File: src/rtl/opb_pkg.sv
// ----------------------------------------------------------------------------
// opb_pkg
// Shared types, format codes and helper functions of the opacity pixel blender
// ----------------------------------------------------------------------------
`default_nettype none

package opb_pkg;

    // source format codes
    localparam logic [1:0] SRC_RGB565   = 2'd0;
    localparam logic [1:0] SRC_RGB888   = 2'd1;
    localparam logic [1:0] SRC_RGBA8888 = 2'd2;

    // destination format codes
    localparam logic DST_RGB565   = 1'b0;
    localparam logic DST_ARGB8888 = 1'b1;

    // configuration register indexes
    localparam logic [1:0] REG_SOURCE_FORMAT = 2'd0;
    localparam logic [1:0] REG_DEST_FORMAT   = 2'd1;
    localparam logic [1:0] REG_OPACITY       = 2'd2;

    localparam int CFG_INDEX_W = 2;
    localparam int CFG_DATA_W  = 8;

    localparam logic [7:0] OPACITY_FULL = 8'hFF;
    localparam logic [7:0] OPACITY_NONE = 8'h00;

    // live configuration
    typedef struct packed {
        logic [1:0] source_format;
        logic       dest_format;
        logic [7:0] opacity;
    } cfg_t;

    // one pixel widened to 8 bits a channel
    typedef struct packed {
        logic [7:0] a;
        logic [7:0] r;
        logic [7:0] g;
        logic [7:0] b;
    } chan_t;

    // beat from the front stages to the mix stages
    typedef struct packed {
        chan_t      src;
        chan_t      dst;
        logic [7:0] eff;
        logic       dest_format;
        logic       write;
    } mix_beat_t;

    // truncating divide by 255 for x up to 255*255
    function automatic logic [7:0] div255(input logic [15:0] x);
        logic [16:0] y;
        logic [16:0] t;
        y = {1'b0, x} + 17'd1;
        t = y + {8'b0, y[16:8]};
        return t[15:8];
    endfunction

    // (s*op + d*(255-op)), at most 255*255
    function automatic logic [15:0] mix_sum(input logic [7:0] s, input logic [7:0] d,
                                            input logic [7:0] op);
        logic [15:0] ps;
        logic [15:0] pd;
        ps = 16'(s) * 16'(op);
        pd = 16'(d) * 16'(OPACITY_FULL - op);
        return ps + pd;
    endfunction

endpackage

`default_nettype wire

File: src/rtl/opb_if.sv
// ----------------------------------------------------------------------------
// opb_if
// Valid/ready stream interfaces for pixel beats into and out of the blender
// ----------------------------------------------------------------------------
`default_nettype none

interface opb_in_if;
    logic        valid;
    logic        ready;
    logic [31:0] src_pixel;
    logic [31:0] dst_pixel;

    modport source (output valid, output src_pixel, output dst_pixel, input ready);
    modport sink   (input valid, input src_pixel, input dst_pixel, output ready);
endinterface

interface opb_out_if;
    logic        valid;
    logic        ready;
    logic [31:0] out_pixel;
    logic        write_enable;

    modport source (output valid, output out_pixel, output write_enable, input ready);
    modport sink   (input valid, input out_pixel, input write_enable, output ready);
endinterface

`default_nettype wire

File: src/rtl/opb_cfg_regs.sv
// ----------------------------------------------------------------------------
// opb_cfg_regs
// Configuration registers: source format, destination format and opacity
// ----------------------------------------------------------------------------
`default_nettype none

module opb_cfg_regs (
    input  wire logic                            clk,
    input  wire logic                            rst_n,
    input  wire logic                            cfg_we,
    input  wire logic [opb_pkg::CFG_INDEX_W-1:0] cfg_index,
    input  wire logic [opb_pkg::CFG_DATA_W-1:0]  cfg_data,
    output opb_pkg::cfg_t                        cfg
);

    opb_pkg::cfg_t cfg_reg;
    opb_pkg::cfg_t cfg_next;

    // register decode
    always_comb
    begin
        cfg_next = cfg_reg;
        if (cfg_we)
        begin
            unique case (cfg_index)
                opb_pkg::REG_SOURCE_FORMAT: cfg_next.source_format = cfg_data[1:0];
                opb_pkg::REG_DEST_FORMAT:   cfg_next.dest_format   = cfg_data[0];
                opb_pkg::REG_OPACITY:       cfg_next.opacity       = cfg_data[7:0];
                default:                    cfg_next = cfg_reg;
            endcase
        end
    end

    always_ff @(posedge clk or negedge rst_n)
    begin
        if (!rst_n)
        begin
            cfg_reg.source_format <= opb_pkg::SRC_RGB565;
            cfg_reg.dest_format   <= opb_pkg::DST_RGB565;
            cfg_reg.opacity       <= opb_pkg::OPACITY_FULL;
        end
        else
        begin
            cfg_reg <= cfg_next;
        end
    end

    assign cfg = cfg_reg;

endmodule

`default_nettype wire

File: src/rtl/opb_front.sv
// ----------------------------------------------------------------------------
// opb_front
// Stages 1 and 2: widen source and destination to 8-bit channels, then
// scale source alpha by opacity for rgba into rgb565
// ----------------------------------------------------------------------------
`default_nettype none

module opb_front (
    input  wire logic               clk,
    input  wire logic               rst_n,
    input  wire opb_pkg::cfg_t      cfg,
    opb_in_if.sink                  pix_in,
    output logic                    beat_valid,
    input  wire logic               beat_ready,
    output opb_pkg::mix_beat_t      beat
);

    // stage 1 payload
    typedef struct packed {
        opb_pkg::chan_t src;
        opb_pkg::chan_t dst;
        logic [7:0]     op;
        logic [15:0]    alpha_prod;
        logic           use_eff;
        logic           dest_format;
        logic           write;
    } s1_t;

    logic               s1_valid_reg;
    s1_t                s1_reg;
    s1_t                s1_next;
    logic               s2_valid_reg;
    opb_pkg::mix_beat_t s2_reg;
    opb_pkg::mix_beat_t s2_next;
    logic               s1_ready;
    logic               s2_ready;
    logic               fmt_ok;
    opb_pkg::chan_t     src_w;
    opb_pkg::chan_t     dst_w;
    logic [15:0]        dst_lo;

    // ready chain
    assign s2_ready     = !s2_valid_reg || beat_ready;
    assign s1_ready     = !s1_valid_reg || s2_ready;
    assign pix_in.ready = s1_ready;

    // widen source pixel
    always_comb
    begin
        fmt_ok = 1'b1;
        src_w.a = 8'hFF;
        src_w.r = pix_in.src_pixel[23:16];
        src_w.g = pix_in.src_pixel[15:8];
        src_w.b = pix_in.src_pixel[7:0];
        unique case (cfg.source_format)
            opb_pkg::SRC_RGB565:
            begin
                src_w.r = {pix_in.src_pixel[15:11], 3'b000};
                src_w.g = {pix_in.src_pixel[10:5], 2'b00};
                src_w.b = {pix_in.src_pixel[4:0], 3'b000};
            end
            opb_pkg::SRC_RGB888:
            begin
                src_w.a = 8'hFF;
            end
            opb_pkg::SRC_RGBA8888:
            begin
                src_w.a = pix_in.src_pixel[31:24];
            end
            default:
            begin
                fmt_ok = 1'b0;
            end
        endcase
    end

    // widen destination pixel
    always_comb
    begin
        dst_lo = pix_in.dst_pixel[15:0];
        if (cfg.dest_format == opb_pkg::DST_RGB565)
        begin
            dst_w.a = 8'h00;
            dst_w.r = {dst_lo[15:11], 3'b000};
            dst_w.g = {dst_lo[10:5], 2'b00};
            dst_w.b = {dst_lo[4:0], 3'b000};
        end
        else
        begin
            dst_w.a = pix_in.dst_pixel[31:24];
            dst_w.r = pix_in.dst_pixel[23:16];
            dst_w.g = pix_in.dst_pixel[15:8];
            dst_w.b = pix_in.dst_pixel[7:0];
        end
    end

    // stage 1: a skipped write mixes the destination with itself
    always_comb
    begin
        s1_next.write       = fmt_ok && (cfg.opacity != opb_pkg::OPACITY_NONE);
        s1_next.dst         = dst_w;
        s1_next.src         = s1_next.write ? src_w : dst_w;
        s1_next.op          = cfg.opacity;
        s1_next.dest_format = cfg.dest_format;
        s1_next.use_eff     = (cfg.dest_format == opb_pkg::DST_RGB565)
                           && (cfg.source_format == opb_pkg::SRC_RGBA8888)
                           && (cfg.opacity != opb_pkg::OPACITY_FULL);
        s1_next.alpha_prod  = 16'(src_w.a) * 16'(cfg.opacity);
    end

    // stage 2: effective opacity
    always_comb
    begin
        s2_next.src         = s1_reg.src;
        s2_next.dst         = s1_reg.dst;
        s2_next.dest_format = s1_reg.dest_format;
        s2_next.write       = s1_reg.write;
        s2_next.eff         = s1_reg.use_eff ? opb_pkg::div255(s1_reg.alpha_prod) : s1_reg.op;
    end

    // valid bits
    always_ff @(posedge clk or negedge rst_n)
    begin
        if (!rst_n)
        begin
            s1_valid_reg <= 1'b0;
            s2_valid_reg <= 1'b0;
        end
        else
        begin
            if (s1_ready)
            begin
                s1_valid_reg <= pix_in.valid;
            end
            if (s2_ready)
            begin
                s2_valid_reg <= s1_valid_reg;
            end
        end
    end

    // payload
    always_ff @(posedge clk)
    begin
        if (s1_ready && pix_in.valid)
        begin
            s1_reg <= s1_next;
        end
        if (s2_ready && s1_valid_reg)
        begin
            s2_reg <= s2_next;
        end
    end

    assign beat_valid = s2_valid_reg;
    assign beat       = s2_reg;

endmodule

`default_nettype wire

File: src/rtl/opb_mix.sv
// ----------------------------------------------------------------------------
// opb_mix
// Stages 3 and 4: per-channel weighted sums, divide by 255 and pack into the
// destination format
// ----------------------------------------------------------------------------
`default_nettype none

module opb_mix (
    input  wire logic               clk,
    input  wire logic               rst_n,
    input  wire logic               beat_valid,
    output logic                    beat_ready,
    input  wire opb_pkg::mix_beat_t beat,
    opb_out_if.source               pix_out
);

    // stage 3 payload
    typedef struct packed {
        logic [15:0] sum_a;
        logic [15:0] sum_r;
        logic [15:0] sum_g;
        logic [15:0] sum_b;
        logic        dest_format;
        logic        write;
    } s3_t;

    // stage 4 payload
    typedef struct packed {
        logic [31:0] pixel;
        logic        write;
    } s4_t;

    logic           s3_valid_reg;
    s3_t            s3_reg;
    s3_t            s3_next;
    logic           s4_valid_reg;
    s4_t            s4_reg;
    s4_t            s4_next;
    logic           s3_ready;
    logic           s4_ready;
    opb_pkg::chan_t mixed;

    // ready chain
    assign s4_ready   = !s4_valid_reg || pix_out.ready;
    assign s3_ready   = !s3_valid_reg || s4_ready;
    assign beat_ready = s3_ready;

    // stage 3: weighted sums
    always_comb
    begin
        s3_next.sum_a       = opb_pkg::mix_sum(beat.src.a, beat.dst.a, beat.eff);
        s3_next.sum_r       = opb_pkg::mix_sum(beat.src.r, beat.dst.r, beat.eff);
        s3_next.sum_g       = opb_pkg::mix_sum(beat.src.g, beat.dst.g, beat.eff);
        s3_next.sum_b       = opb_pkg::mix_sum(beat.src.b, beat.dst.b, beat.eff);
        s3_next.dest_format = beat.dest_format;
        s3_next.write       = beat.write;
    end

    // stage 4: divide and pack
    always_comb
    begin
        mixed.a = opb_pkg::div255(s3_reg.sum_a);
        mixed.r = opb_pkg::div255(s3_reg.sum_r);
        mixed.g = opb_pkg::div255(s3_reg.sum_g);
        mixed.b = opb_pkg::div255(s3_reg.sum_b);
        s4_next.write = s3_reg.write;
        if (s3_reg.dest_format == opb_pkg::DST_RGB565)
        begin
            s4_next.pixel = {16'h0000, mixed.r[7:3], mixed.g[7:2], mixed.b[7:3]};
        end
        else
        begin
            s4_next.pixel = {mixed.a, mixed.r, mixed.g, mixed.b};
        end
    end

    // valid bits
    always_ff @(posedge clk or negedge rst_n)
    begin
        if (!rst_n)
        begin
            s3_valid_reg <= 1'b0;
            s4_valid_reg <= 1'b0;
        end
        else
        begin
            if (s3_ready)
            begin
                s3_valid_reg <= beat_valid;
            end
            if (s4_ready)
            begin
                s4_valid_reg <= s3_valid_reg;
            end
        end
    end

    // payload
    always_ff @(posedge clk)
    begin
        if (s3_ready && beat_valid)
        begin
            s3_reg <= s3_next;
        end
        if (s4_ready && s3_valid_reg)
        begin
            s4_reg <= s4_next;
        end
    end

    assign pix_out.valid        = s4_valid_reg;
    assign pix_out.out_pixel    = s4_reg.pixel;
    assign pix_out.write_enable = s4_reg.write;

endmodule

`default_nettype wire

File: src/rtl/opacity_pixel_blender.sv
// ----------------------------------------------------------------------------
// opacity_pixel_blender
// Converts a source pixel to the destination format and blends it by opacity
// ----------------------------------------------------------------------------
// The blender takes one pixel beat per clock while the output is not stalled
// and returns one beat per input beat, in order; widen, alpha scale, weighted
// sums, divide by 255 and pack each hold one register stage, and a stalled
// output holds the pipeline back without losing or repeating a beat.
// Write source_format, dest_format and opacity only while no beats are in
// flight. Opacity 0 or an undefined source format returns the destination
// pixel unchanged with write_enable low.
`default_nettype none

module opacity_pixel_blender (
    input  wire logic                            clk,
    input  wire logic                            rst_n,
    input  wire logic                            cfg_we,
    input  wire logic [opb_pkg::CFG_INDEX_W-1:0] cfg_index,
    input  wire logic [opb_pkg::CFG_DATA_W-1:0]  cfg_data,
    opb_in_if.sink                               pix_in,
    opb_out_if.source                            pix_out
);

    opb_pkg::cfg_t      cfg;
    logic               mid_valid;
    logic               mid_ready;
    opb_pkg::mix_beat_t mid_beat;

    // configuration
    opb_cfg_regs u_cfg (
        .clk       (clk),
        .rst_n     (rst_n),
        .cfg_we    (cfg_we),
        .cfg_index (cfg_index),
        .cfg_data  (cfg_data),
        .cfg       (cfg)
    );

    // widen and alpha scale
    opb_front u_front (
        .clk        (clk),
        .rst_n      (rst_n),
        .cfg        (cfg),
        .pix_in     (pix_in),
        .beat_valid (mid_valid),
        .beat_ready (mid_ready),
        .beat       (mid_beat)
    );

    // mix and pack
    opb_mix u_mix (
        .clk        (clk),
        .rst_n      (rst_n),
        .beat_valid (mid_valid),
        .beat_ready (mid_ready),
        .beat       (mid_beat),
        .pix_out    (pix_out)
    );

endmodule

`default_nettype wire
File: src/flat_wrapper.sv
// flat-port wrapper written by rule: the top's interface ports become plain ports
module opacity_pixel_blender_flat 
  (clk, rst_n, cfg_we, cfg_index, cfg_data, pix_in_valid, pix_in_src_pixel, pix_in_dst_pixel, pix_in_ready, pix_out_valid, pix_out_out_pixel, pix_out_write_enable, pix_out_ready);
  opb_in_if pix_in_i ();
  opb_out_if pix_out_i ();
  input  wire logic clk;
  input  wire logic rst_n;
  input  wire logic cfg_we;
  input  wire logic [opb_pkg::CFG_INDEX_W-1:0] cfg_index;
  input  wire logic [opb_pkg::CFG_DATA_W-1:0] cfg_data;
  input wire logic [$bits(pix_in_i.valid)-1:0] pix_in_valid;
  input wire logic [$bits(pix_in_i.src_pixel)-1:0] pix_in_src_pixel;
  input wire logic [$bits(pix_in_i.dst_pixel)-1:0] pix_in_dst_pixel;
  output wire logic [$bits(pix_in_i.ready)-1:0] pix_in_ready;
  output wire logic [$bits(pix_out_i.valid)-1:0] pix_out_valid;
  output wire logic [$bits(pix_out_i.out_pixel)-1:0] pix_out_out_pixel;
  output wire logic [$bits(pix_out_i.write_enable)-1:0] pix_out_write_enable;
  input wire logic [$bits(pix_out_i.ready)-1:0] pix_out_ready;
  assign pix_in_i.valid = pix_in_valid;
  assign pix_in_i.src_pixel = pix_in_src_pixel;
  assign pix_in_i.dst_pixel = pix_in_dst_pixel;
  assign pix_in_ready = pix_in_i.ready;
  assign pix_out_valid = pix_out_i.valid;
  assign pix_out_out_pixel = pix_out_i.out_pixel;
  assign pix_out_write_enable = pix_out_i.write_enable;
  assign pix_out_i.ready = pix_out_ready;
  opacity_pixel_blender u_core (.clk(clk), .rst_n(rst_n), .cfg_we(cfg_we), .cfg_index(cfg_index), .cfg_data(cfg_data), .pix_in(pix_in_i), .pix_out(pix_out_i));
endmodule
File: config.mk
export PLATFORM = sky130hd
export DESIGN_NAME = opacity_pixel_blender_flat
export DESIGN_NICKNAME = d
export VERILOG_FILES = /design/src/rtl/opb_pkg.sv /design/src/rtl/opb_if.sv /design/src/rtl/opb_cfg_regs.sv /design/src/rtl/opb_front.sv /design/src/rtl/opb_mix.sv /design/src/rtl/opacity_pixel_blender.sv /design/src/flat_wrapper.sv
export SDC_FILE = /design/constraint.sdc
export NUM_CORES = 2
export LEC_CHECK = 0
export BUFFER_PORTS_ARGS = -buffer_cell sky130_fd_sc_hd__buf_2
export CAP_MARGIN = 20
export CORE_MARGIN = 3
export CORE_UTILIZATION = 30
export CTS_CLUSTER_SIZE = 40
export DETAILED_ROUTE_END_ITERATION = 10
export HOLD_SLACK_MARGIN = 0.06
export SYNTH_ARGS = -nofsm -noshare
export SYNTH_HDL_FRONTEND = slang
export SYNTH_SLANG_ARGS = --single-unit
File: constraint.sdc
create_clock -name clk -period 17.3 [get_ports clk]
set_clock_uncertainty 0.05 [all_clocks]
set_input_delay 5.19 -clock clk [delete_from_list [all_inputs] [get_ports clk]]
set_output_delay 5.19 -clock clk [all_outputs]
set_load 0.02 [all_outputs]
==> impl_metrics.json <==
{
  "die_y_um": 334,
  "core_area_sq_um": 106000,
  "crit_type": "in2out",
  "max_slew_margin_pct": 35.1,
  "place_inst": 4603,
  "pin_count": 114,
  "netlist_instances": 3175,
  "vias": 21171,
  "nets": 4082,
  "grt.overflow.total": 0,
  "fin_setup_tns_ns": 0,
  "synth_ff_type": "edfxtp_1",
  "fin_util_pct": 33.6,
  "layout-drive-gt1-share_pct": 8.27,
  "wire_per_inst_um": 15.5,
  "cap_violations": 0,
  "htreeDepth": 2,
  "fmax_ghz": 0.0889,
  "outcome": "complete, no violations",
  "fillers": 10780,
  "ys_types": 75,
  "postCtsSetupBuffers": 0,
  "rows": 119,
  "synthesis.area_sq_um": 32400,
  "first_iter_violations": 1085,
  "routed_wl_mm": 72.2,
  "hp-class": "reg2reg",
  "cts-resized-gates": 0,
  "gp_congestion": 0.792,
  "period_minus_slack_ns": 11.25,
  "die_x_um": 334,
  "drc": 0,
  "portBuffers": 113,
  "rsz0062_at_grt": "no",
  "endpoint_kind": "primary output",
  "postCtsHoldBufs": 0,
  "start_kind": "input port",
  "ys_seq_elements": 279,
  "cp_max_fo": 5,
  "syn_avg_cell_area_sq_um": 10.2,
  "critPathRequiredTime_ns": 12.06,
  "final_max_slew_viol_count": 0,
  "start_util_pct": 30.5,
  "cts_tree": "yes",
  "finalCritPeriodShare_pct": 65.0,
  "antenna_found_initial": 5,
  "path_clk_slew_ns": 0.05,
  "ant_nets": 0,
  "worst_ep_arrival_time_ns": 6.01,
  "clkLatencyLatePin_ns": 0.56,
  "grt_pass1_wl_mm": 119,
  "cts_buffers": 36,
  "drtPass1Iterations": 5,
  "hpwlAfterDp_mm": 56.6,
  "dieArea_sq_um": 112000,
  "worst_pin_slew_ns": 0.974,
  "cts-root-buf": "clkbuf_16",
  "vias_per_cell": 4.54,
  "synth_edf_count": 264,
  "cts_buffer_depth": 3,
  "yosysWarnings": 0,
  "layout-area-overhead-vs-synth_pct": 10.2,
  "finalSetupViolCount": 0,
  "cts_sinks": 279,
  "grt_pass1_vias": 21824,
  "largest_register_ffs": 91,
  "hold_viol": 0,
  "grt_use_total_pct": 13.2,
  "synth-seq-area-share_pct": 25.7,
  "ys_async_sr_fraction_pct": 5.38,
  "fin_cells": 4667,
  "grt_start_max_net_pins": 76
}
[worst max-delay path, cell delays in order]
cell and delay (ns):
buf_2 0.10, nor2b_1 0.33, nand4_1 0.19, buf_2 0.20
[per-stage QoR]
step                      worst slack [ns]  hold slack, ns  cell area [sq um]
after floorplan                       6.37           0.350              32400
after global placement                6.06           0.350              34500
after detailed placement              6.03           0.355              34500
after CTS                             6.04           0.361              35700
after global routing                  5.97           0.368              35700
final                                 6.05           0.364              35700
[cell usage after synthesis (22+ instances only)]
cell type / number / area [sq um]
xor2_1: 41 / 359
ha_1: 334 / 4180
nor3_1: 30 / 150
nor2b_1: 207 / 1290
a31oi_1: 23 / 144
a21o_1: 22 / 165
nand3_1: 58 / 290
xnor2_1: 127 / 1110
inv_1: 630 / 2360
and2_1: 150 / 938
mux2_2: 38 / 428
clkbuf_1: 85 / 319
nand2b_1: 92 / 576
edfxtp_1: 264 / 7930
o21ai_0: 49 / 245
nor2_1: 90 / 338
a21oi_1: 63 / 315
nand2_1: 246 / 923
fa_1: 419 / 8390
[final timing paths]
path	from	endpoint	slack (ns)	cells past startpoint
max	pix_out_ready	pix_in_ready	6.05	4
min	u_core.u_front.s1_reg[83]	u_core.u_front.beat[66]	0.36	0
max reg2reg	u_core.u_front.beat[9]	u_core.u_mix.s3_reg[65]	10.74	19
min reg2reg	u_core.u_front.s1_reg[83]	u_core.u_front.beat[66]	0.36	0
max in group asynchronous	rst_n	u_core.u_cfg.cfg[7]	12.35	1
min in group asynchronous	rst_n	u_core.u_mix.pix_out.valid	4.51	1
[cell families after synthesis]
family                   share of synthesized area, %
XOR/XNOR                                         4.65
multiplexers                                     1.62
adder cells (fa/ha/maj)                          38.8
other                                          0.0116
buffers and inverters                            8.45
AND/OR/NAND/NOR                                  16.2
AO/OA/AOI/OAI                                    4.55
flip-flops                                       25.7
[final cells by class]
cell class / instances / area, sq um / share of cell area [%]
well taps: 1391 / 1740 / 4.88
diodes: 1 / 2.50 / 0.00702
multi-input cells: 2172 / 21300 / 59.8
repair buffers: 131 / 701 / 1.97
clock buffers: 38 / 908 / 2.55
inverters: 630 / 2360 / 6.63
clock inverters: 25 / 285 / 0.800
flip-flops and latches: 279 / 8310 / 23.3
[cell usage in the layout, fill, tap and decap left out, types with 19 or more instances in the layout]
cell       instances
ha_1             334
fa_1             419
o21ai_0           49
buf_2            113
nand2b_1          92
and2_1           147
nand4_1           19
nor3_1            30
clkbuf_16         36
nand2_1          246
a21oi_1           63
edfxtp_1         264
mux2_2            38
xnor2_1          127
inv_1            630
xor2_1            41
nand3_1           58
a21o_1            22
nor2_1            90
a31oi_1           23
nor2b_1          206
[routing by layer]
| layer | share of wire (%) | GRT usage (%) | routed length [um] | vias to the layer above |
|---|---|---|---|---|
| li1 | - | - | - | 10212 |
| met1 | 50 | 19.4 | 35900 | 10538 |
| met2 | 45 | 21.2 | 32500 | 361 |
| met3 | 3.9 | 1.65 | 2850 | 60 |
| met4 | 1.4 | 2.34 | 1040 | 0 |
| met5 | 0 | 0 | 0 | - |
Power is left out: the tool's default activity adds up to more than one toggle a clock period on the data nets, which glitch-free logic cannot reach.
